[src/rtl/core/kvhc_pkg.sv]
package kvhc_pkg;

   localparam logic [7:0]  REQ_MAGIC          = 8'h80;
   localparam logic [7:0]  OPC_LAST           = 8'h1A;
   localparam logic [15:0] MAX_KEY_LENGTH_RST = 16'd250;

   localparam logic [3:0] OP_GET     = 4'd0;
   localparam logic [3:0] OP_SET     = 4'd1;
   localparam logic [3:0] OP_ADD     = 4'd2;
   localparam logic [3:0] OP_REPLACE = 4'd3;
   localparam logic [3:0] OP_DELETE  = 4'd4;
   localparam logic [3:0] OP_INCR    = 4'd5;
   localparam logic [3:0] OP_DECR    = 4'd6;
   localparam logic [3:0] OP_QUIT    = 4'd7;
   localparam logic [3:0] OP_FLUSH   = 4'd8;
   localparam logic [3:0] OP_NOOP    = 4'd9;
   localparam logic [3:0] OP_VERSION = 4'd10;
   localparam logic [3:0] OP_APPEND  = 4'd11;
   localparam logic [3:0] OP_PREPEND = 4'd12;
   localparam logic [3:0] OP_STATE   = 4'd13;

   localparam logic [3:0] ERR_OK        = 4'd0;
   localparam logic [3:0] ERR_MAGIC     = 4'd1;
   localparam logic [3:0] ERR_OPCODE    = 4'd2;
   localparam logic [3:0] ERR_KEY_FORB  = 4'd3;
   localparam logic [3:0] ERR_KEY_LONG  = 4'd4;
   localparam logic [3:0] ERR_EXTRAS    = 4'd5;
   localparam logic [3:0] ERR_DATATYPE  = 4'd6;
   localparam logic [3:0] ERR_RESERVED  = 4'd7;
   localparam logic [3:0] ERR_SHORT     = 4'd8;
   localparam logic [3:0] ERR_VAL_FORB  = 4'd9;

   localparam logic [7:0] EXTRAS_GET   = 8'd4;
   localparam logic [7:0] EXTRAS_STORE = 8'd8;
   localparam logic [7:0] EXTRAS_ARITH = 8'd20;
   localparam logic [7:0] EXTRAS_NONE  = 8'd0;

   typedef struct packed {
      logic [7:0]  magic;
      logic [7:0]  opcode;
      logic [15:0] key_length;
      logic [7:0]  extras_length;
      logic [7:0]  data_type;
      logic [15:0] reserved_word;
      logic [31:0] total_body_length;
      logic [31:0] opaque;
      logic [63:0] cas;
   } kvhc_header_type;

   typedef struct packed {
      logic [3:0]  error_code;
      logic [3:0]  operation;
      logic        quiet;
      logic        return_key;
      logic [31:0] value_length;
      logic [31:0] opaque;
      logic [63:0] cas;
   } kvhc_result_type;

   typedef struct packed {
      logic       return_key;
      logic       quiet;
      logic [3:0] operation;
   } kvhc_opc_type;

   function automatic kvhc_opc_type opc_map(input logic [7:0] opc);
      kvhc_opc_type m;
      m = '{return_key: 1'b0, quiet: 1'b0, operation: OP_GET};
      case (opc)
         8'h00: m.operation = OP_GET;
         8'h01: m.operation = OP_SET;
         8'h02: m.operation = OP_ADD;
         8'h03: m.operation = OP_REPLACE;
         8'h04: m.operation = OP_DELETE;
         8'h05: m.operation = OP_INCR;
         8'h06: m.operation = OP_DECR;
         8'h07: m.operation = OP_QUIT;
         8'h08: m.operation = OP_FLUSH;
         8'h09: begin
            m.operation = OP_GET;
            m.quiet     = 1'b1;
         end
         8'h0A: m.operation = OP_NOOP;
         8'h0B: m.operation = OP_VERSION;
         8'h0C: begin
            m.operation  = OP_GET;
            m.return_key = 1'b1;
         end
         8'h0D: begin
            m.operation  = OP_GET;
            m.quiet      = 1'b1;
            m.return_key = 1'b1;
         end
         8'h0E: m.operation = OP_APPEND;
         8'h0F: m.operation = OP_PREPEND;
         8'h10: m.operation = OP_STATE;
         8'h11: begin
            m.operation = OP_SET;
            m.quiet     = 1'b1;
         end
         8'h12: begin
            m.operation = OP_ADD;
            m.quiet     = 1'b1;
         end
         8'h13: begin
            m.operation = OP_REPLACE;
            m.quiet     = 1'b1;
         end
         8'h14: begin
            m.operation = OP_DELETE;
            m.quiet     = 1'b1;
         end
         8'h15: begin
            m.operation = OP_INCR;
            m.quiet     = 1'b1;
         end
         8'h16: begin
            m.operation = OP_DECR;
            m.quiet     = 1'b1;
         end
         8'h17: begin
            m.operation = OP_QUIT;
            m.quiet     = 1'b1;
         end
         8'h18: begin
            m.operation = OP_FLUSH;
            m.quiet     = 1'b1;
         end
         8'h19: begin
            m.operation = OP_APPEND;
            m.quiet     = 1'b1;
         end
         8'h1A: begin
            m.operation = OP_PREPEND;
            m.quiet     = 1'b1;
         end
         default: m = '{return_key: 1'b0, quiet: 1'b0, operation: OP_GET};
      endcase
      return m;
   endfunction

   function automatic logic [7:0] need_extras(input logic [3:0] op);
      logic [7:0] n;
      case (op)
         OP_GET:                         n = EXTRAS_GET;
         OP_SET, OP_ADD, OP_REPLACE:     n = EXTRAS_STORE;
         OP_INCR, OP_DECR:               n = EXTRAS_ARITH;
         default:                        n = EXTRAS_NONE;
      endcase
      return n;
   endfunction

endpackage

[src/rtl/core/kvhc_csr.sv]
module kvhc_csr (
   input  logic        clock,
   input  logic        reset,
   input  logic        csr_valid,
   output logic        csr_ready,
   input  logic [15:0] csr_max_key_length,
   output logic [15:0] max_key_length
);
   import kvhc_pkg::*;

   logic [15:0] max_key_ff;
   logic [15:0] max_key_in;

   assign csr_ready = 1'b1;

   always_comb begin
      max_key_in = max_key_ff;
      if (csr_valid) begin
         max_key_in = csr_max_key_length;
      end
   end

   always_ff @(posedge clock) begin
      if (reset) begin
         max_key_ff <= MAX_KEY_LENGTH_RST;
      end else begin
         max_key_ff <= max_key_in;
      end
   end

   assign max_key_length = max_key_ff;

endmodule

[src/rtl/core/kvhc_check.sv]
module kvhc_check (
   input  kvhc_pkg::kvhc_header_type hdr,
   input  logic [15:0]               max_key_length,
   output kvhc_pkg::kvhc_result_type res
);
   import kvhc_pkg::*;

   kvhc_opc_type m;
   logic         no_key;
   logic         may_value;
   logic [16:0]  head_len;
   logic [31:0]  vlen;

   always_comb begin
      m         = opc_map(hdr.opcode);
      no_key    = (m.operation == OP_QUIT) || (m.operation == OP_FLUSH) ||
                  (m.operation == OP_NOOP) || (m.operation == OP_VERSION);
      may_value = (m.operation == OP_SET) || (m.operation == OP_ADD) ||
                  (m.operation == OP_REPLACE) || (m.operation == OP_APPEND) ||
                  (m.operation == OP_PREPEND);
      head_len  = {1'b0, hdr.key_length} + {9'd0, hdr.extras_length};
      vlen      = hdr.total_body_length - {15'd0, head_len};

      res.opaque       = hdr.opaque;
      res.cas          = hdr.cas;
      res.operation    = m.operation;
      res.quiet        = m.quiet;
      res.return_key   = m.return_key;
      res.value_length = 32'd0;
      res.error_code   = ERR_OK;

      if (hdr.magic != REQ_MAGIC) begin
         res.error_code = ERR_MAGIC;
      end else if (hdr.opcode > OPC_LAST) begin
         res.error_code = ERR_OPCODE;
      end else if (no_key && (hdr.key_length != 16'd0)) begin
         res.error_code = ERR_KEY_FORB;
      end else if (!no_key && (hdr.key_length > max_key_length)) begin
         res.error_code = ERR_KEY_LONG;
      end else if (hdr.extras_length != need_extras(m.operation)) begin
         res.error_code = ERR_EXTRAS;
      end else if (hdr.data_type != 8'd0) begin
         res.error_code = ERR_DATATYPE;
      end else if (hdr.reserved_word != 16'd0) begin
         res.error_code = ERR_RESERVED;
      end else if (hdr.total_body_length < {15'd0, head_len}) begin
         res.error_code = ERR_SHORT;
      end else if (!may_value && (vlen != 32'd0)) begin
         res.error_code = ERR_VAL_FORB;
      end else begin
         res.value_length = vlen;
      end

      // drop the decode when the opcode was never reached
      if ((res.error_code == ERR_MAGIC) || (res.error_code == ERR_OPCODE)) begin
         res.operation  = OP_GET;
         res.quiet      = 1'b0;
         res.return_key = 1'b0;
      end
   end

endmodule

[src/rtl/core/kv_request_header_check.sv]
// Binary key-value request header check.
// Request channel: req_valid/req_ready with one request header per item.
// Response channel: rsp_valid/rsp_ready with the verdict, decoded operation,
// quiet and return-key flags, value length and the copied opaque and cas.
// Control port: csr_valid/csr_ready writes max_key_length; csr_ready is
// always high. Write it only while no item is in flight.
// Flow: an accepted item lands in the input register, is judged and
// captured in the result register once that register is free or is
// being drained, and rsp_valid then rises.
// Throughput: one item per cycle while the output is not stalled, set by
// the single check pass between the input register and the result register.
// Reset: both pipeline registers empty, max_key_length returns to 250.
// Stall: while rsp_ready is low the result holds; one more item is taken
// into the input register, then req_ready drops until the result leaves.
module kv_request_header_check (
   input  logic        clock,
   input  logic        reset,

   input  logic        req_valid,
   output logic        req_ready,
   input  logic [7:0]  req_magic,
   input  logic [7:0]  req_opcode,
   input  logic [15:0] req_key_length,
   input  logic [7:0]  req_extras_length,
   input  logic [7:0]  req_data_type,
   input  logic [15:0] req_reserved_word,
   input  logic [31:0] req_total_body_length,
   input  logic [31:0] req_opaque_in,
   input  logic [63:0] req_cas_in,

   output logic        rsp_valid,
   input  logic        rsp_ready,
   output logic [3:0]  rsp_error_code,
   output logic [3:0]  rsp_operation,
   output logic        rsp_quiet,
   output logic        rsp_return_key,
   output logic [31:0] rsp_value_length,
   output logic [31:0] rsp_opaque_out,
   output logic [63:0] rsp_cas_out,

   input  logic        csr_valid,
   output logic        csr_ready,
   input  logic [15:0] csr_max_key_length
);
   import kvhc_pkg::*;

   logic            hdr_valid_ff;
   logic            hdr_valid_in;
   kvhc_header_type hdr_ff;
   kvhc_header_type hdr_in;
   logic            rsp_valid_ff;
   logic            rsp_valid_in;
   kvhc_result_type res_ff;
   kvhc_result_type res_comb;
   logic            advance;
   logic            req_take;
   logic [15:0]     max_key_length;

   kvhc_csr u_csr (
      .clock              (clock),
      .reset              (reset),
      .csr_valid          (csr_valid),
      .csr_ready          (csr_ready),
      .csr_max_key_length (csr_max_key_length),
      .max_key_length     (max_key_length)
   );

   kvhc_check u_check (
      .hdr            (hdr_ff),
      .max_key_length (max_key_length),
      .res            (res_comb)
   );

   assign advance   = hdr_valid_ff && (!rsp_valid_ff || rsp_ready);
   assign req_ready = !hdr_valid_ff || advance;
   assign req_take  = req_valid && req_ready;

   always_comb begin
      hdr_in.magic             = req_magic;
      hdr_in.opcode            = req_opcode;
      hdr_in.key_length        = req_key_length;
      hdr_in.extras_length     = req_extras_length;
      hdr_in.data_type         = req_data_type;
      hdr_in.reserved_word     = req_reserved_word;
      hdr_in.total_body_length = req_total_body_length;
      hdr_in.opaque            = req_opaque_in;
      hdr_in.cas               = req_cas_in;

      hdr_valid_in = req_take || (hdr_valid_ff && !advance);
      rsp_valid_in = advance || (rsp_valid_ff && !rsp_ready);
   end

   always_ff @(posedge clock) begin
      if (reset) begin
         hdr_valid_ff <= 1'b0;
         rsp_valid_ff <= 1'b0;
      end else begin
         hdr_valid_ff <= hdr_valid_in;
         rsp_valid_ff <= rsp_valid_in;
      end
   end

   always_ff @(posedge clock) begin
      if (req_take) begin
         hdr_ff <= hdr_in;
      end
      if (advance) begin
         res_ff <= res_comb;
      end
   end

   assign rsp_valid        = rsp_valid_ff;
   assign rsp_error_code   = res_ff.error_code;
   assign rsp_operation    = res_ff.operation;
   assign rsp_quiet        = res_ff.quiet;
   assign rsp_return_key   = res_ff.return_key;
   assign rsp_value_length = res_ff.value_length;
   assign rsp_opaque_out   = res_ff.opaque;
   assign rsp_cas_out      = res_ff.cas;

   a_vlen_zero_on_error: assert property (@(posedge clock) disable iff (reset)
      (rsp_valid_ff && (res_ff.error_code != ERR_OK)) |-> (res_ff.value_length == 32'd0))
      else $error("value length not zero on error");

   a_no_decode_early_error: assert property (@(posedge clock) disable iff (reset)
      (rsp_valid_ff && ((res_ff.error_code == ERR_MAGIC) ||
                        (res_ff.error_code == ERR_OPCODE)))
      |-> ((res_ff.operation == OP_GET) && !res_ff.quiet && !res_ff.return_key))
      else $error("decode fields set on magic or opcode error");

   a_stall_only_on_output: assert property (@(posedge clock) disable iff (reset)
      (hdr_valid_ff && !advance) |-> (rsp_valid_ff && !rsp_ready))
      else $error("input register stalled without output backpressure");

   a_result_held_on_stall: assert property (@(posedge clock) disable iff (reset)
      (rsp_valid_ff && !rsp_ready) |=> (rsp_valid_ff && $stable(res_ff)))
      else $error("result changed while stalled");

   a_return_key_is_get: assert property (@(posedge clock) disable iff (reset)
      (rsp_valid_ff && res_ff.return_key) |-> (res_ff.operation == OP_GET))
      else $error("return key on non-get operation");

endmodule
[config.mk]
export PLATFORM = sky130hd
export DESIGN_NAME = kv_request_header_check
export DESIGN_NICKNAME = d
export VERILOG_FILES = /design/src/rtl/core/kvhc_pkg.sv /design/src/rtl/core/kvhc_csr.sv /design/src/rtl/core/kvhc_check.sv /design/src/rtl/core/kv_request_header_check.sv
export SDC_FILE = /design/constraint.sdc
export NUM_CORES = 1
export LEC_CHECK = 0
export ABC_AREA = 1
export BUFFER_PORTS_ARGS = -buffer_cell sky130_fd_sc_hd__buf_2
export CAP_MARGIN = 20
export CORE_MARGIN = 5
export CORE_UTILIZATION = 53
export CTS_CLUSTER_SIZE = 14
export DETAILED_ROUTE_END_ITERATION = 12
export PLACE_DENSITY = 0.83
export SYNTH_ARGS = -nofsm -noshare
export SYNTH_HDL_FRONTEND = slang
export SYNTH_SLANG_ARGS = --single-unit
[constraint.sdc]
create_clock -name clock -period 11.5 [get_ports clock]
set_input_delay 2.3 -clock clock [delete_from_list [all_inputs] [get_ports clock]]
set_output_delay 2.3 -clock clock [all_outputs]
set_load 0.01 [all_outputs]
==> impl_metrics.ini <==
[cells_and_area]
fillers = 1965
final_nets = 1801
finish.utilization_pct = 66.0
drive_above_1_share_pct = 30.8
syn_to_final_growth_pct = 23.1

[floorplanning]
io_pins = 354
die_y_um = 175
rows = 60
die_width_um = 175
dieArea_um2 = 30500
core_um2 = 26800
initial_utilization_pct = 53.6

[placed_design]
place_congestion = 0.938
dpl.hpwl_um = 26300
port_buffers = 352
place_ws_ns = 6.05

[logic_synthesis]
syn_inst = 1158
synthArstFlopShare_pct = 0
netlist_area_um2 = 14400
avgSynthCellArea_um2 = 12.4
synth_commonest_cells = 330 x edfxtp_1, 260 x nand2_1, 147 x inv_1
synth_seq_cells = 348
synth-seq-area-share_pct = 71.4
synth-edff-count = 330
syn-num-nets = 1414
synth_top_cell_by_area = edfxtp_1
synth-warning-count = 0
yosysTopAreaCellShare_pct = 68.9
synthDistinctLibCells = 41
ys.flop_type = edfxtp_1
synthTopCellsByArea = edfxtp_1 69%, nand2_1 6.8%, inv_1 3.8%
synth_most_common_cell = edfxtp_1

[clock_network]
insertion_delay_ns = 0.53
clk_pin_slew_ns = 0.06
cts_root_buf = clkbuf_16
cts-hold-fix-buffers = 0
clk_path_buf_depth = 3
h-tree-depth = 2
post_cts_buffers = 0
cts_tree = yes
cts_made_buffers = 36
cts_resized = 0
clock-sinks = 348

[power]
p_per_area_nw_per_um2 = 164
power_mw = 2.90
leakage_nw = 7.61
ir_drop_v = 0.000144

[job]
max-cap-violations = 0

[detailed_routing]
ant_nets = 0
avgRoutedWirePerCell_um = 18.0
totalWireLength_um = 34400
drc = 0
num_vias = 9725
dr.pass1.iters = 5
drt-initial-drc-count = 717
via_per_inst = 5.08

[setup_path]
crit_path_max_incr_delay_ns = 0.62
cp-start-kind = register
endpoint_kind = register
cp_data_arrival_time_ns = 5.73
worstPathRequired_ns = 11.74
crit_fanout = 32
crit_type = register to register
critPathSlowestCell = inv_2
cpMostUsedCell = nand2_1

[timing]
timing_hold_violations_final = 0
fin_setup_tns_ns = 0
skew_ns = 0.0151
fmax_ghz = 0.182
fin_ws_ns = 6.01
period_needed_ns = 5.49
rsz0062_at_grt = false
tightestPinTransition_ns = 1.01
fin_crit_sh_pct = 47.7
maxSlewViolCount = 0
slew_headroom_pct = 32.8
final-setup-viol-count = 0

[global_route]
antenna_found_initial = 9
grt_overflow_total = 0
grt_max_degree = 79
grt_first_pass_wirelength_um = 52100
grtUsageTotal_pct = 22.0
grt_pass1_vias = 9795

[outcome]
outcome = finished clean

[hold_path]
min_path_type = register to register
==> flip-flops by register name, indices dropped and copies added, names as in the netlist <==
register              flops
hdr_ff                  192
hdr_valid_ff              1
rsp_cas_out              64
rsp_error_code            4
rsp_opaque_out           32
rsp_operation             4
rsp_quiet                 1
rsp_return_key            1
rsp_valid                 1
rsp_value_length         32
u_csr.max_key_length     16
==> cell type report <==
type | count | area (um2) | area share [%]
Sequential cell | 348 | 10300 | 58.0
Multi-Input combinational cell | 640 | 3450 | 19.5
Timing Repair Buffer | 356 | 1790 | 10.1
Clock buffer | 47 | 962 | 5.44
Inverter | 163 | 617 | 3.49
Tap cell | 341 | 427 | 2.41
Clock inverter | 16 | 168 | 0.948
Antenna cell | 2 | 5.00 | 0.0283
==> layout by cell type, fill, tap and decap left out, types with 9 or more instances in the layout <==
master     netlist  layout
buf_2            0     352
edfxtp_1       330     330
nand2_1        260     260
inv_1          147     146
nor2_1          79      79
nand3_1         49      49
ha_1            41      41
a21oi_1         40      39
clkbuf_16        0      36
o21ai_0         25      25
nor2_2          24      24
a21oi_2         22      22
nor4_1          18      18
dfxtp_1         18      18
inv_2           15      15
nand4_1         14      14
nor3_1          13      13
xor2_1          11      11
xnor2_1         10      10
clkbuf_1         3       9
==> power by group <==
part / internal (mW) / switching [mW]
sequential: 1.46 / 0.0244
clock: 0.624 / 0.477
combinational: 0.109 / 0.205
==> worst max-delay path, delay by kind of cell, from the launching register on <==
family          cells  cell delay [ns]
xor+xnor            1             0.15
compound gates      5             0.69
buf+inv             1             0.62
simple gates       23             2.49
fa+ha+maj           2             0.78
flops               1             0.45
==> cell families (layout without fill, tap and decap cells) <==
group / after synthesis / after routing / share of synthesized area (%)
AND/OR/NAND/NOR: 477 / 477 / 14.6
flip-flops: 348 / 348 / 71.4
buffers and inverters: 170 / 582 / 4.62
AO/OA/AOI/OAI: 98 / 98 / 4.19
adder cells (fa/ha/maj): 43 / 43 / 3.85
XOR/XNOR: 21 / 21 / 1.28
other: 1 / 3 / 0.0261
==> per-layer routing <==
| metal | routed length [um] | part of all wire [%] | vias up | global-route usage (%) |
|---|---|---|---|---|
| li1 | - | - | 4757 | - |
| met1 | 12500 | 36 | 4486 | 25.1 |
| met2 | 17600 | 51 | 401 | 39.0 |
| met3 | 3400 | 9.9 | 67 | 8.05 |
| met4 | 816 | 2.4 | 14 | 6.19 |
| met5 | 95 | 0.28 | - | 0 |
==> stage by stage <==
step | hold slack, ns | area, um2 | cells
6_report | 0.414 | 17700 | 1913
5_1_grt | 0.422 | 17700 | 1913
4_1_cts | 0.418 | 17700 | 1911
3_5_place_dp | 0.405 | 16600 | 1848
3_3_place_gp | 0.400 | 16600 | 1848
2_1_floorplan | 0.400 | 14400 | 1158
==> worst paths after layout <==
check                         from                                 end  slack, ns  cells past startpoint
max reg2reg  hdr_ff[162]$_DFFE_PP_  rsp_value_length[29]$_SDFFCE_PP0P_       6.01                     32
min           hdr_ff[65]$_DFFE_PP_         rsp_opaque_out[1]$_DFFE_PP_       0.41                      0
min reg2reg   hdr_ff[65]$_DFFE_PP_         rsp_opaque_out[1]$_DFFE_PP_       0.41                      0
max          hdr_ff[162]$_DFFE_PP_  rsp_value_length[29]$_SDFFCE_PP0P_       6.01                     32
Note: power is estimated with default switching activity, not from simulation.
